**src/hw/rtl/typed_trigger_packet_parser_defines.svh**
```systemverilog
// Assertion macros shared by the parser RTL.
`ifndef TYPED_TRIGGER_PACKET_PARSER_DEFINES_SVH
`define TYPED_TRIGGER_PACKET_PARSER_DEFINES_SVH

`ifndef SYNTHESIS

// Condition that must hold at every clock edge out of reset.
`define TTPP_ASSERT(label, cond, msg) \
  label: assert property (@(posedge clk) disable iff (rst) (cond)) else $error(msg);

// Condition in one cycle that implies another in the next cycle.
`define TTPP_ASSERT_NEXT(label, ante, cons, msg) \
  label: assert property (@(posedge clk) disable iff (rst) (ante) |=> (cons)) else $error(msg);

`else

`define TTPP_ASSERT(label, cond, msg)
`define TTPP_ASSERT_NEXT(label, ante, cons, msg)

`endif

`endif

```
**src/hw/rtl/ttpp_pkg.sv**
```systemverilog
// Types and constants shared by the typed trigger packet parser.
`timescale 1ns / 1ps
`default_nettype none

package ttpp_pkg;

  localparam int MaxPayload = 4096;
  localparam int MaxValues  = 16;
  localparam int HeaderLen  = 12;
  localparam int QueueDepth = 4;

  localparam int CountW  = 5;
  localparam int KindsW  = 16;
  localparam int SlotW   = 5;
  localparam int TextW   = 12;

  localparam logic [7:0] ChildBias   = 8'd128;
  localparam logic [7:0] GroupMask   = 8'h7f;
  localparam logic [7:0] ContBit     = 8'h80;
  localparam logic [7:0] OvfMask     = 8'hf0;
  localparam int         LastShift   = 28;

  typedef enum logic [1:0] {
    CFG_PRESENT = 2'd0,
    CFG_COUNT   = 2'd1,
    CFG_KINDS   = 2'd2
  } cfg_reg_t;

  typedef enum logic [1:0] {
    KIND_HEADER = 2'd0,
    KIND_INT    = 2'd1,
    KIND_STRING = 2'd2,
    KIND_STATUS = 2'd3
  } kind_t;

  typedef struct packed {
    kind_t        kind;
    logic [15:0]  child;
    logic [15:0]  object_num;
    logic [31:0]  component_num;
    logic [31:0]  check_val;
    logic [3:0]   slot;
    logic [31:0]  int_val;
    logic [11:0]  text_off;
    logic [11:0]  text_len;
    logic         ok;
    logic         last_res;
  } result_t;

  // One queue word: what a single input byte produced.
  typedef struct packed {
    logic    has_value;
    result_t value;
    logic    has_status;
    logic    status_ok;
  } entry_t;

endpackage

`default_nettype wire

```
**src/hw/rtl/ttpp_front.sv**
```systemverilog
// Front end: configuration registers and per-byte header and value decode.
`timescale 1ns / 1ps
`default_nettype none

module ttpp_front #(
  parameter int MaxPayload = ttpp_pkg::MaxPayload
) (
  input  wire                   clk,
  input  wire                   rst,
  input  wire                   cfg_valid,
  output logic                  cfg_ready,
  input  wire  [1:0]            cfg_index,
  input  wire  [15:0]           cfg_data,
  input  wire                   byte_valid,
  output logic                  byte_ready,
  input  wire  [7:0]            data_byte,
  input  wire                   last_byte,
  input  wire                   queue_full,
  output logic                  push,
  output ttpp_pkg::entry_t      push_entry
);

  localparam int PosW = $clog2(MaxPayload + 1);
  localparam logic [PosW-1:0] PosMax     = PosW'(MaxPayload);
  localparam logic [PosW-1:0] PosHdr     = PosW'(ttpp_pkg::HeaderLen);
  localparam logic [PosW-1:0] PosHdrLast = PosW'(ttpp_pkg::HeaderLen - 1);
  localparam int SlotW = ttpp_pkg::SlotW;
  localparam int TextW = ttpp_pkg::TextW;

  logic                          sig_present;
  logic [ttpp_pkg::CountW-1:0]   sig_count;
  logic [ttpp_pkg::KindsW-1:0]   sig_kinds;

  logic [PosW-1:0]  pos, pos_next;
  logic [SlotW-1:0] slot, slot_next;
  logic [31:0]      acc, acc_next;
  logic [2:0]       grp, grp_next;
  logic [TextW-1:0] tstart, tstart_next;
  logic             err, err_next;
  logic             done, done_next;

  logic [15:0] held_child;
  logic [15:0] held_object;
  logic [31:0] held_component;
  logic [23:0] held_check;

  logic             accept;
  logic             is_int;
  logic             grp_ovf;
  logic [31:0]      shifted;
  logic [31:0]      acc_new;
  logic [31:0]      zz;
  logic [TextW-1:0] off;
  logic [SlotW-1:0] slot_inc;
  logic             finish;
  ttpp_pkg::entry_t entry;

  assign cfg_ready  = 1'b1;
  assign byte_ready = !queue_full;
  assign accept     = byte_valid && byte_ready;

  always_ff @(posedge clk) begin
    if (rst) begin
      sig_present <= 1'b0;
      sig_count   <= '0;
      sig_kinds   <= '0;
    end else if (cfg_valid) begin
      case (cfg_index)
        ttpp_pkg::CFG_PRESENT: sig_present <= cfg_data[0];
        ttpp_pkg::CFG_COUNT:   sig_count   <= cfg_data[ttpp_pkg::CountW-1:0];
        ttpp_pkg::CFG_KINDS:   sig_kinds   <= cfg_data[ttpp_pkg::KindsW-1:0];
        default: ;
      endcase
    end
  end

  // Varint group placement: seven bits per group, the fifth keeps four.
  always_comb begin
    case (grp)
      3'd0:    shifted = {25'd0, data_byte[6:0]};
      3'd1:    shifted = {18'd0, data_byte[6:0], 7'd0};
      3'd2:    shifted = {11'd0, data_byte[6:0], 14'd0};
      3'd3:    shifted = {4'd0, data_byte[6:0], 21'd0};
      3'd4:    shifted = {data_byte[3:0], ttpp_pkg::LastShift'(0)};
      default: shifted = '0;
    endcase
  end

  assign is_int   = (slot < SlotW'(ttpp_pkg::KindsW)) && sig_kinds[slot[3:0]];
  assign grp_ovf  = (grp >= 3'd4) && ((data_byte & ttpp_pkg::OvfMask) != 8'd0);
  assign acc_new  = acc | shifted;
  assign zz       = {1'b0, acc_new[31:1]} ^ {32{acc_new[0]}};
  assign off      = TextW'(pos) - TextW'(ttpp_pkg::HeaderLen);
  assign slot_inc = slot + SlotW'(1);

  always_comb begin
    pos_next    = pos;
    slot_next   = slot;
    acc_next    = acc;
    grp_next    = grp;
    tstart_next = tstart;
    err_next    = err;
    done_next   = done;
    finish      = 1'b0;
    entry       = '0;

    if (pos >= PosMax) begin
      err_next = 1'b1;
    end else begin
      if (pos < PosHdr) begin
        if (pos == PosHdrLast) begin
          entry.has_value            = 1'b1;
          entry.value.kind           = ttpp_pkg::KIND_HEADER;
          entry.value.child          = held_child;
          entry.value.object_num     = held_object;
          entry.value.component_num  = held_component;
          entry.value.check_val      = {data_byte, held_check};
          slot_next   = '0;
          acc_next    = '0;
          grp_next    = '0;
          tstart_next = '0;
          done_next   = (sig_count == '0);
        end
      end else if (sig_present && !err) begin
        if (done) begin
          // anything past the last value is trailing garbage
          err_next = 1'b1;
        end else if (is_int) begin
          if (grp_ovf) begin
            err_next = 1'b1;
          end else if ((data_byte & ttpp_pkg::ContBit) == 8'd0) begin
            entry.has_value      = 1'b1;
            entry.value.kind     = ttpp_pkg::KIND_INT;
            entry.value.slot     = slot[3:0];
            entry.value.int_val  = zz;
            finish               = 1'b1;
          end else begin
            acc_next = acc_new;
            grp_next = grp + 3'd1;
          end
        end else if (data_byte == 8'd0) begin
          entry.has_value      = 1'b1;
          entry.value.kind     = ttpp_pkg::KIND_STRING;
          entry.value.slot     = slot[3:0];
          entry.value.text_off = tstart;
          entry.value.text_len = off - tstart;
          finish               = 1'b1;
        end
      end
      if (finish) begin
        slot_next   = slot_inc;
        acc_next    = '0;
        grp_next    = '0;
        tstart_next = off + TextW'(1);
        if (slot_inc >= SlotW'(sig_count)) begin
          done_next = 1'b1;
        end else if ({1'b0, slot_inc} >= (SlotW+1)'(ttpp_pkg::MaxValues)) begin
          err_next = 1'b1;
        end
      end
      pos_next = pos + PosW'(1);
    end

    if (last_byte) begin
      entry.has_status = 1'b1;
      entry.status_ok  = !err_next && (pos_next >= PosHdr) && (!sig_present || done_next);
      pos_next    = '0;
      slot_next   = '0;
      acc_next    = '0;
      grp_next    = '0;
      tstart_next = '0;
      err_next    = 1'b0;
      done_next   = 1'b0;
    end
  end

  always_ff @(posedge clk) begin
    if (rst) begin
      pos    <= '0;
      slot   <= '0;
      acc    <= '0;
      grp    <= '0;
      tstart <= '0;
      err    <= 1'b0;
      done   <= 1'b0;
    end else if (accept) begin
      pos    <= pos_next;
      slot   <= slot_next;
      acc    <= acc_next;
      grp    <= grp_next;
      tstart <= tstart_next;
      err    <= err_next;
      done   <= done_next;
    end
  end

  // Header capture; every byte is overwritten before the header goes out.
  always_ff @(posedge clk) begin
    if (accept && (pos < PosHdr)) begin
      case (4'(pos))
        4'd0:    held_child[7:0]        <= data_byte - ttpp_pkg::ChildBias;
        4'd1:    held_child[15:8]       <= data_byte;
        4'd2:    held_object[15:8]      <= data_byte;
        4'd3:    held_object[7:0]       <= data_byte;
        4'd4:    held_component[7:0]    <= data_byte;
        4'd5:    held_component[15:8]   <= data_byte;
        4'd6:    held_component[23:16]  <= data_byte;
        4'd7:    held_component[31:24]  <= data_byte;
        4'd8:    held_check[7:0]        <= data_byte;
        4'd9:    held_check[15:8]       <= data_byte;
        4'd10:   held_check[23:16]      <= data_byte;
        default: ;
      endcase
    end
  end

  assign push       = accept && (entry.has_value || entry.has_status);
  assign push_entry = entry;

endmodule

`default_nettype wire

```
**src/hw/rtl/ttpp_queue.sv**
```systemverilog
// Short word queue between the decode front end and the result back end.
`timescale 1ns / 1ps
`default_nettype none

`include "typed_trigger_packet_parser_defines.svh"

module ttpp_queue (
  input  wire               clk,
  input  wire               rst,
  input  wire               push,
  input  ttpp_pkg::entry_t  push_entry,
  input  wire               pop,
  output logic              full,
  output logic              head_valid,
  output ttpp_pkg::entry_t  head
);

  localparam int Depth = ttpp_pkg::QueueDepth;
  localparam int AddrW = $clog2(Depth);
  localparam int CntW  = $clog2(Depth + 1);

  ttpp_pkg::entry_t slots [Depth];
  logic [AddrW-1:0] wr_ptr;
  logic [AddrW-1:0] rd_ptr;
  logic [CntW-1:0]  count;

  assign full       = (count == CntW'(Depth));
  assign head_valid = (count != '0);
  assign head       = slots[rd_ptr];

  always_ff @(posedge clk) begin
    if (push) begin
      slots[wr_ptr] <= push_entry;
    end
  end

  always_ff @(posedge clk) begin
    if (rst) begin
      wr_ptr <= '0;
      rd_ptr <= '0;
      count  <= '0;
    end else begin
      if (push) begin
        wr_ptr <= (wr_ptr == AddrW'(Depth - 1)) ? '0 : wr_ptr + AddrW'(1);
      end
      if (pop) begin
        rd_ptr <= (rd_ptr == AddrW'(Depth - 1)) ? '0 : rd_ptr + AddrW'(1);
      end
      case ({push, pop})
        2'b10:   count <= count + CntW'(1);
        2'b01:   count <= count - CntW'(1);
        default: ;
      endcase
    end
  end

  `TTPP_ASSERT(a_no_push_when_full, !(push && full), "queue written while full")
  `TTPP_ASSERT(a_count_in_range, count <= CntW'(Depth), "queue count beyond depth")
  `TTPP_ASSERT(a_no_pop_when_empty, !(pop && !head_valid), "queue read while empty")

endmodule

`default_nettype wire

```
**src/hw/rtl/ttpp_back.sv**
```systemverilog
// Back end: splits queue words into results and holds them in the output register.
`timescale 1ns / 1ps
`default_nettype none

`include "typed_trigger_packet_parser_defines.svh"

module ttpp_back (
  input  wire                  clk,
  input  wire                  rst,
  input  wire                  head_valid,
  input  ttpp_pkg::entry_t     head,
  output logic                 pop,
  output logic                 result_valid,
  input  wire                  result_ready,
  output logic [1:0]           result_kind,
  output logic signed [15:0]   child_field,
  output logic [15:0]          object_number,
  output logic signed [31:0]   component_number,
  output logic signed [31:0]   check_word,
  output logic [3:0]           value_slot,
  output logic signed [31:0]   integer_value,
  output logic [11:0]          text_offset,
  output logic [11:0]          text_length,
  output logic                 parse_ok,
  output logic                 final_result
);

  ttpp_pkg::result_t res;
  ttpp_pkg::result_t chosen;
  logic              second;
  logic              load;
  logic              take_value;

  assign load       = head_valid && (!result_valid || result_ready);
  assign take_value = head.has_value && !second;

  always_comb begin
    if (take_value) begin
      chosen = head.value;
    end else begin
      chosen          = '0;
      chosen.kind     = ttpp_pkg::KIND_STATUS;
      chosen.ok       = head.status_ok;
      chosen.last_res = 1'b1;
    end
  end

  // Hold the word in the queue while its status result is still to come.
  assign pop = load && !(take_value && head.has_status);

  always_ff @(posedge clk) begin
    if (rst) begin
      result_valid <= 1'b0;
      second       <= 1'b0;
    end else begin
      if (load) begin
        result_valid <= 1'b1;
        second       <= take_value && head.has_status;
      end else if (result_ready) begin
        result_valid <= 1'b0;
      end
    end
  end

  always_ff @(posedge clk) begin
    if (load) begin
      res <= chosen;
    end
  end

  assign result_kind      = res.kind;
  assign child_field      = $signed(res.child);
  assign object_number    = res.object_num;
  assign component_number = $signed(res.component_num);
  assign check_word       = $signed(res.check_val);
  assign value_slot       = res.slot;
  assign integer_value    = $signed(res.int_val);
  assign text_offset      = res.text_off;
  assign text_length      = res.text_len;
  assign parse_ok         = res.ok;
  assign final_result     = res.last_res;

  `TTPP_ASSERT(a_second_has_status, !second || (head_valid && head.has_status),
               "pending status without a queued status word")
  `TTPP_ASSERT(a_final_is_status,
               !result_valid || (final_result == (res.kind == ttpp_pkg::KIND_STATUS)),
               "final mark disagrees with result kind")
  `TTPP_ASSERT_NEXT(a_split_follows, load && take_value && head.has_status,
                    second && head_valid, "value and status split lost its status")

endmodule

`default_nettype wire

```
**src/hw/rtl/typed_trigger_packet_parser.sv**
```systemverilog
// Path: results of an accepted byte go into the queue, then into the output register.
// Throughput: one byte per cycle unless the queue is full; a byte ending both a value
//   and the payload yields two results, absorbed by a 4-word queue.
// Results: one per cycle while result_ready is high, set by the single output register.
// Reset: synchronous active-high rst clears signature registers, parse state, the queue
//   and the output valid.
`timescale 1ns / 1ps
`default_nettype none

module typed_trigger_packet_parser #(
  parameter int MaxPayload = ttpp_pkg::MaxPayload
) (
  input  wire                 clk,
  input  wire                 rst,
  input  wire                 cfg_valid,
  output logic                cfg_ready,
  input  wire  [1:0]          cfg_index,
  input  wire  [15:0]         cfg_data,
  input  wire                 byte_valid,
  output logic                byte_ready,
  input  wire  [7:0]          data_byte,
  input  wire                 last_byte,
  output logic                result_valid,
  input  wire                 result_ready,
  output logic [1:0]          result_kind,
  output logic signed [15:0]  child_field,
  output logic [15:0]         object_number,
  output logic signed [31:0]  component_number,
  output logic signed [31:0]  check_word,
  output logic [3:0]          value_slot,
  output logic signed [31:0]  integer_value,
  output logic [11:0]         text_offset,
  output logic [11:0]         text_length,
  output logic                parse_ok,
  output logic                final_result
);

  logic             push;
  logic             pop;
  logic             queue_full;
  logic             head_valid;
  ttpp_pkg::entry_t push_entry;
  ttpp_pkg::entry_t head;

  ttpp_front #(
    .MaxPayload(MaxPayload)
  ) u_front (
    .clk        (clk),
    .rst        (rst),
    .cfg_valid  (cfg_valid),
    .cfg_ready  (cfg_ready),
    .cfg_index  (cfg_index),
    .cfg_data   (cfg_data),
    .byte_valid (byte_valid),
    .byte_ready (byte_ready),
    .data_byte  (data_byte),
    .last_byte  (last_byte),
    .queue_full (queue_full),
    .push       (push),
    .push_entry (push_entry)
  );

  ttpp_queue u_queue (
    .clk        (clk),
    .rst        (rst),
    .push       (push),
    .push_entry (push_entry),
    .pop        (pop),
    .full       (queue_full),
    .head_valid (head_valid),
    .head       (head)
  );

  ttpp_back u_back (
    .clk              (clk),
    .rst              (rst),
    .head_valid       (head_valid),
    .head             (head),
    .pop              (pop),
    .result_valid     (result_valid),
    .result_ready     (result_ready),
    .result_kind      (result_kind),
    .child_field      (child_field),
    .object_number    (object_number),
    .component_number (component_number),
    .check_word       (check_word),
    .value_slot       (value_slot),
    .integer_value    (integer_value),
    .text_offset      (text_offset),
    .text_length      (text_length),
    .parse_ok         (parse_ok),
    .final_result     (final_result)
  );

endmodule

`default_nettype wire
```
**config.mk**
```make
export PLATFORM = sky130hd
export DESIGN_NAME = typed_trigger_packet_parser
export DESIGN_NICKNAME = d
export VERILOG_FILES = /design/src/hw/rtl/ttpp_pkg.sv /design/src/hw/rtl/ttpp_front.sv /design/src/hw/rtl/ttpp_queue.sv /design/src/hw/rtl/ttpp_back.sv /design/src/hw/rtl/typed_trigger_packet_parser.sv
export VERILOG_INCLUDE_DIRS = /design/src /design/src/hw/rtl
export SDC_FILE = /design/constraint.sdc
export NUM_CORES = 1
export LEC_CHECK = 0
export ABC_AREA = 1
export ABC_CLOCK_PERIOD_IN_PS = 7600
export BUFFER_PORTS_ARGS = -buffer_cell sky130_fd_sc_hd__clkbuf_2
export CAP_MARGIN = 20
export CORE_UTILIZATION = 45
export DETAILED_ROUTE_END_ITERATION = 6
export PLACE_DENSITY_LB_ADDON = 0.25
export SLEW_MARGIN = 0
export SYNTH_ARGS = -nofsm -noshare
export SYNTH_HDL_FRONTEND = slang
export SYNTH_HIERARCHICAL = 1
export SYNTH_SLANG_ARGS = --single-unit
```
**constraint.sdc**
```tcl
create_clock -name clk -period 7.6 [get_ports clk]
set_input_delay 1.52 -clock clk [delete_from_list [all_inputs] [get_ports clk]]
set_output_delay 1.52 -clock clk [all_outputs]
set_load 0.03 [all_outputs]
```
=== Yosys cells after proc, flatten, opt, wreduce, memory -nomap -nowiden ===
Memory sizes are Yosys's and may differ from the RTL's. A register that Yosys moved wholly into a read port is not among the register bits.
Cells that the tools add are included.

* Add/sub/neg operators: 11
* $lt $le $gt $ge: 8
* Eq/ne operators: 27
* Mux-type cells: 90
* Bitwise gates (word level): 2
* Reductions and logical operators: 52

{| class="wikitable"
|+ Operator list
! operator !! count
|-
| 2-to-1 mux 32 bit || 11
|-
| 2-to-1 mux 60 bit || 3
|-
| one-hot mux 32 bit (5 select lines) || 1
|-
| 2-to-1 mux 159 bit || 1
|-
| 2-to-1 mux 99 bit || 1
|-
| 2-to-1 mux 96 bit || 1
|-
| 2-to-1 mux 36 bit || 2
|-
| 2-to-1 mux 12 bit || 5
|-
| 2-to-1 mux 3 bit || 17
|-
| 2-to-1 mux 24 bit || 2
|-
| OR 32 bit || 1
|-
| bitwise XOR 31 x 32 -> 32 bit || 1
|-
| 2-to-1 mux 1 bit || 29
|-
| AND reduction 2 bit || 14
|-
| 2-to-1 mux 13 bit || 2
|-
| 2-to-1 mux 5 bit || 5
|-
| == test 4 x 3 -> 1 bit, second input constant || 4
|-
| logical NOT 8 bit || 2
|-
| adder 13 x 1 -> 13 bit, second input constant || 1
|-
| == test 13 x 4 -> 1 bit, second input constant || 1
|-
| >= comparator 13 bit, second input constant || 1
|-
| >= comparator 13 x 4 -> 1 bit, second input constant || 1
|-
| less-than comparator 13 x 4 -> 1 bit, second input constant || 1
|-
| adder 12 x 1 -> 12 bit, second input constant || 1
|-
| 40 further kinds || 82
|}

* Flip-flop bits (word level): 346
* Bits in writable memories: 644
* Input bits: 32
* Output and inout port bits: 163
* Word-level logic and storage cells: 228
* Memories kept: 1

{| class="wikitable"
|+ Memories
! name !! depth !! bits a word !! read ports !! clocked after memory_dff !! write ports !! RTL line !! source
|-
| u_queue.slots || 4 || 161 || 1 || 1 || 1 || ttpp_queue.sv:22 || <nowiki>ttpp_pkg::entry_t slots [Depth];</nowiki>
|}

=== Depth between registers and ports, before layout ===
* Depth after elaboration: 19
* Mapped depth: 21
* Depth with buffers taken out: 21

=== Cells and area by module ===
Netlist, hierarchy kept.

{| class="wikitable"
|+ Modules (own cells, without submodules)
! module !! instances !! cells an instance !! area each (um^2) !! sequential area each (um^2)
|-
| ttpp_queue || 1 || 1637 || 24448.4 || 19759.0
|-
| ttpp_front || 1 || 1305 || 10092.2 || 4424.2
|-
| ttpp_back || 1 || 511 || 6223.5 || 4844.6
|}

=== Least setup slack after synthesis ===
No wires, ideal clock.

* Path kind: input port to flip-flop
* Start: in data_byte[4]
* End: mem u_queue/slots[3][0] (netlist name) (enable)
* Setup time: 0.517 ns
* Arrival: 5.942 ns
* Required time: 7.083 ns
* Slack: 1.142 ns
* Stages: 13
* Path buffers: 0
* Cells stage by stage: inv_1 > nand4_1 > nand2_1 > nand2_1 > nor2_1 > nand4_2 > nand2_8 > nand2_4 > nand3_4 > nand2_4 > inv_1 > nand2_1 > inv_1

* Longest elaborated chain between the ends: 12
* Elaborated cells between the ends (all ways): 14
* Classes of those cells: mux: 9; reduce/logical: 5

{| class="wikitable"
|+ RTL lines
! what !! RTL line !! source
|-
| from (decl) || typed_trigger_packet_parser.sv:21 || <nowiki>input wire [7:0] data_byte,</nowiki>
|-
| nonzero test 8 bit || ttpp_front.sv:90 || <nowiki>assign grp_ovf = (grp >= 3'd4) && ((data_byte & ttpp_pkg::OvfMask) != 8'd0);</nowiki>
|-
| logical AND 1 bit || ttpp_front.sv:90 ||
|-
| 2-to-1 mux 3 bit || ttpp_front.sv:129 || <nowiki>if (grp_ovf) begin</nowiki>
|-
| 2-to-1 mux 3 bit (*) || ttpp_front.sv:128 || <nowiki>end else if (is_int) begin</nowiki>
|-
| 2-to-1 mux 3 bit (*) || ttpp_front.sv:125 || <nowiki>if (done) begin</nowiki>
|-
| 2-to-1 mux 3 bit (*) || ttpp_front.sv:124 || <nowiki>end else if (sig_present && !err) begin</nowiki>
|-
| 2-to-1 mux 3 bit (*) || ttpp_front.sv:110 || <nowiki>if (pos < PosHdr) begin</nowiki>
|-
| 2-to-1 mux 159 bit (*) || ttpp_front.sv:107 || <nowiki>if (pos >= PosMax) begin</nowiki>
|-
| logical OR 1 bit (*) || ttpp_front.sv:217 || <nowiki>assign push = accept && (entry.has_value || entry.has_status);</nowiki>
|-
| logical AND 1 bit (*) || ttpp_front.sv:217 ||
|-
| named net push || typed_trigger_packet_parser.sv:38 || <nowiki>logic push;</nowiki>
|-
| 2-to-1 mux 1 bit (*) || ttpp_queue.sv:32 || <nowiki>if (push) begin</nowiki>
|-
| 2-to-1 mux 1 bit (implied by the code) (*) || ttpp_queue.sv:33 || <nowiki>slots[wr_ptr] <= push_entry;</nowiki>
|-
| to (decl) || ttpp_queue.sv:22 ||
|}

Mark *: on every way through the listed nets, which the timed path passes. The rest lies on a longest branch.

=== Worst setup path in the final report ===
* Start: in data_byte[7]
* End: mem u_queue/slots[2][60] (netlist name) (enable)

* Longest elaborated chain between the ends: 12
* Elaborated cells between the ends (all ways): 16
* Classes of those cells: mux: 10; reduce/logical: 6

{| class="wikitable"
|+ RTL lines
! what !! RTL line
|-
| logical NOT 8 bit / nonzero test 8 bit (equally long branches) || ttpp_front.sv:131, ttpp_front.sv:90
|-
| 2-to-1 mux 3 bit / logical AND 1 bit (equally long branches) || ttpp_front.sv:131, ttpp_front.sv:90
|-
| 2-to-1 mux 3 bit || ttpp_front.sv:129
|-
| 2-to-1 mux 3 bit (*) || ttpp_front.sv:128
|-
| 2-to-1 mux 3 bit (*) || ttpp_front.sv:125
|-
| 2-to-1 mux 3 bit (*) || ttpp_front.sv:124
|-
| 2-to-1 mux 3 bit (*) || ttpp_front.sv:110
|-
| 2-to-1 mux 159 bit (*) || ttpp_front.sv:107
|-
| logical OR 1 bit (*) || ttpp_front.sv:217
|-
| logical AND 1 bit (*) || ttpp_front.sv:217
|-
| named net push || typed_trigger_packet_parser.sv:38
|-
| 2-to-1 mux 1 bit (*) || ttpp_queue.sv:32
|-
| 2-to-1 mux 1 bit (implied by the code) (*) || ttpp_queue.sv:33
|}

Marked as above.

==> flow_summary.toml <==
[finish]
stdcell_count = 4858
final_cell_mix = "900 x edfxtp_1, 751 x nor2_1, 370 x inv_1, 362 x o21ai_0, 193 x clkbuf_2"
final_nets = 3667
area_delta_synth_final_pct = 12.7
layout-drive-gt1-share_pct = 12.0
utilization_pct = 51.1
finish.instance_area_mm2 = 0.0460
fillers = 7776
layout_commonest_cell = "edfxtp_1"
diodes = 0

[timing]
final.setup.tns_ps = 0
drv_slew = 0
rsz0062_at_grt = "false"
max_freq_mhz = 217
maxSlewHeadroom_pct = 27.1
layout_min_cycle_time_ps = 4600
period_share_pct = 60.5
hold_viol = 0
worst_pin_slew_ps = 1090
setup_viol = 0
fin_skew_ps = 46.6

[yosys]
synthCells = 3453
synthTopCellsByArea = "edfxtp_1 66%, nor2_1 6.9%, dfxtp_1 4.9%, o21ai_0 4.4%, inv_1 3.5%"
synth_top_family_by_area = "simple AND/OR/NAND/NOR gates"
yosys.area_share.simple_pct = 11.3
seq_area_frac_synth_pct = 71.2
syn_area_mm2 = 0.0408
ys_seq_elements = 1000
synth_flop_cell = "edfxtp_1"
yosysTopAreaCell = "edfxtp_1"
netlist.area_leader.share_pct = 66.3
synth_cell_types = 53
synth_compound_area_share_pct = 9.08
synthAdderAreaFrac_pct = 1.20
ys_async_sr_fraction_pct = 0
synth_mux_area_share_pct = 0
synthXorXnorAreaFrac_pct = 1.09
synth.avg_cell_area_um2 = 11.8
synth_edf_count = 900
yosys_warnings = 6

[drt]
first_pass_iters = 6
ant_nets = 0
vias_per_cell = 5.23
routed_wl_mm = 91.5
drtIter0Drc = 1899
drc = 0
vias = 25400
wl_per_cell_um = 18.8

[place]
portBuffers = 193
dpl.cell_count = 4668
gp_congestion = 0.855
placed_area_mm2 = 0.0426
hpwl_mm = 53.3

[setup_path]
path_class = "input pin to flop"
cp-start-kind = "input pin"
reg2reg_to = "u_queue/slots[2][60]$_DFFE_PP_"
required_ps = 7920
r2r_cells = 13
cp_top_family = "buffers and inverters"
cp-end-kind = "flop"
startpoint = "data_byte[7]"
worstPathArrival_ps = 4920
crit_top_cell = "nand2_1"
r2r_start = "u_front/pos[1]$_SDFFE_PP0P_"
crit_fanout = 87
max_stage_delay_ps = 750
cp_slowest_cell = "inv_6"
critPathBufInv = 5
rrSetupSlack_ps = 3380
crit_cells = 15
crit_chain = "clkbuf_2, inv_1, nand4_1, nand2_1, nand2_1, nor2_1, nand4_2, nand2_8, nand2_4, nand3_4, nand2_4, inv_1, nand2_1, inv_6, buf_4"
crit_path_end = "u_queue/slots[2][60]$_DFFE_PP_"

[grt]
first_global_vias = 24100
grt_pass1_wl_mm = 139
antenna_found_initial = 0
grt_use_total_pct = 19.7
grt-ovfl-total = 0
grt_max_degree = 204

[cts]
cts-root-buf = "clkbuf_16"
cts.sinks = 1000
post_cts_buffers = 0
h-tree-depth = 3
clk_latency_ps = 690
cts_tree = "built"
cts_made_buffers = 101
clk_pin_slew_ps = 60
hold_buffers = 0
cts_resized = 0
cts_buffer_depth = 3

[floorplan]
die_area_mm2 = 0.0918
die_w_um = 303
fp-row-count = 110
ios = 195
core_mm2 = 0.0899
chipHeight_um = 303
initial_core_util_pct = 45.4

[power]
total_power_w = 0.0160
p_leak_nw = 17.6
power_density_mw_per_mm2 = 347
ir_drop_v = 0.000377

[worst_hold_path]
hp-class = "flop to flop"
worstHoldStart = "u_front/sig_kinds[1]$_SDFFE_PP0P_"

[run]
cap_viol_max_count = 0

[run_status]
outcome = "finished, final reports clean"
-- worst reg2reg max path, stage by stage (launching register included) --
cell and delay [ps]:
dfxtp_1 540, ha_1 270, nand2_1 100, inv_1 100
nand2_1 50, or3_4 350, nor2_4 130, inv_4 190
nand3_4 220, nand2_4 170, inv_1 250, nand2_1 160
inv_6 750, buf_4 540
-- flip-flops by register name, summed over array words and instances, names as in the netlist, 3 cells and up, named ones only --
register	flops
u_front/grp	3
u_front/sig_count	5
u_queue/count	3
u_front/held_component	32
u_front/tstart	12
u_back/text_length	12
u_front/slot	5
u_back/integer_value	32
u_back/object_number	16
u_back/child_field	16
u_front/held_object	16
u_back/text_offset	12
u_front/acc	32
u_front/sig_kinds	16
u_back/check_word	32
u_back/component_number	32
u_front/held_child	16
u_queue/slots	652
u_front/pos	13
u_back/value_slot	4
u_front/held_check	24
-- worst min path at each step --
stage | endpoint | slack (ps) | cells past startpoint
after detailed placement | u_front/sig_kinds[1]$_SDFFE_PP0P_ | 450 | 2
final | u_front/sig_kinds[1]$_SDFFE_PP0P_ | 460 | 2
after CTS | u_front/sig_kinds[1]$_SDFFE_PP0P_ | 460 | 2
after floorplan | u_front/sig_kinds[11]$_SDFFE_PP0P_ | 430 | 2
after global routing | u_front/sig_kinds[3]$_SDFFE_PP0P_ | 470 | 2
after global placement | u_front/sig_kinds[1]$_SDFFE_PP0P_ | 450 | 2
-- Yosys cell counts, types with 26 or more instances --
library cell and count:
clkbuf_1 86, nand3_1 100, nor2_1 751, o21bai_1 26, xnor2_1 30, ha_1 36
o22ai_1 165, buf_4 31, nor3_1 27, a21oi_1 96, inv_1 375, dfxtp_1 100
o21ai_0 362, edfxtp_1 900, nand2_1 175, buf_2 53
-- report_power, final --
part           switching [W]  internal, W  total (W)
sequential          0.000228      0.00685    0.00708
combinational        0.00294     0.000942    0.00388
clock                0.00206      0.00294    0.00500
total                0.00523       0.0107     0.0160
-- metal layers --
layer  vias to the layer above  share of wire, %  track usage [%]
li1                      12200                 -                -
met1                     12500                45             27.2
met2                       637                48             32.5
met3                       104               5.4             2.82
met4                         0               1.8             5.50
met5                         -                 0                0
-- kinds of logic after synthesis --
group,count (synthesis)
compound gates,673
xor+xnor,50
fa+ha+maj,38
buf+inv,578
flops,1000
other cells,2
simple gates,1112
-- per-stage QoR --
stage	setup WS, ps	hold WS, ps
floorplan	1140	429
global placement	2430	449
detailed placement	2340	447
CTS	3010	457
global route	2760	474
finish	3000	457
-- cell type report --
| cell class | count | area (µm²) | share of cell area [%] |
|---|---|---|---|
| repair buffers | 227 | 1300 | 2.84 |
| well taps | 1176 | 1470 | 3.20 |
| inverters | 391 | 1510 | 3.29 |
| flip-flops and latches | 1000 | 29000 | 63.2 |
| clock inverters | 61 | 663 | 1.44 |
| multi-input cells | 1876 | 9290 | 20.2 |
| clock buffers | 127 | 2680 | 5.82 |
Power figures use the tool's default switching activity.
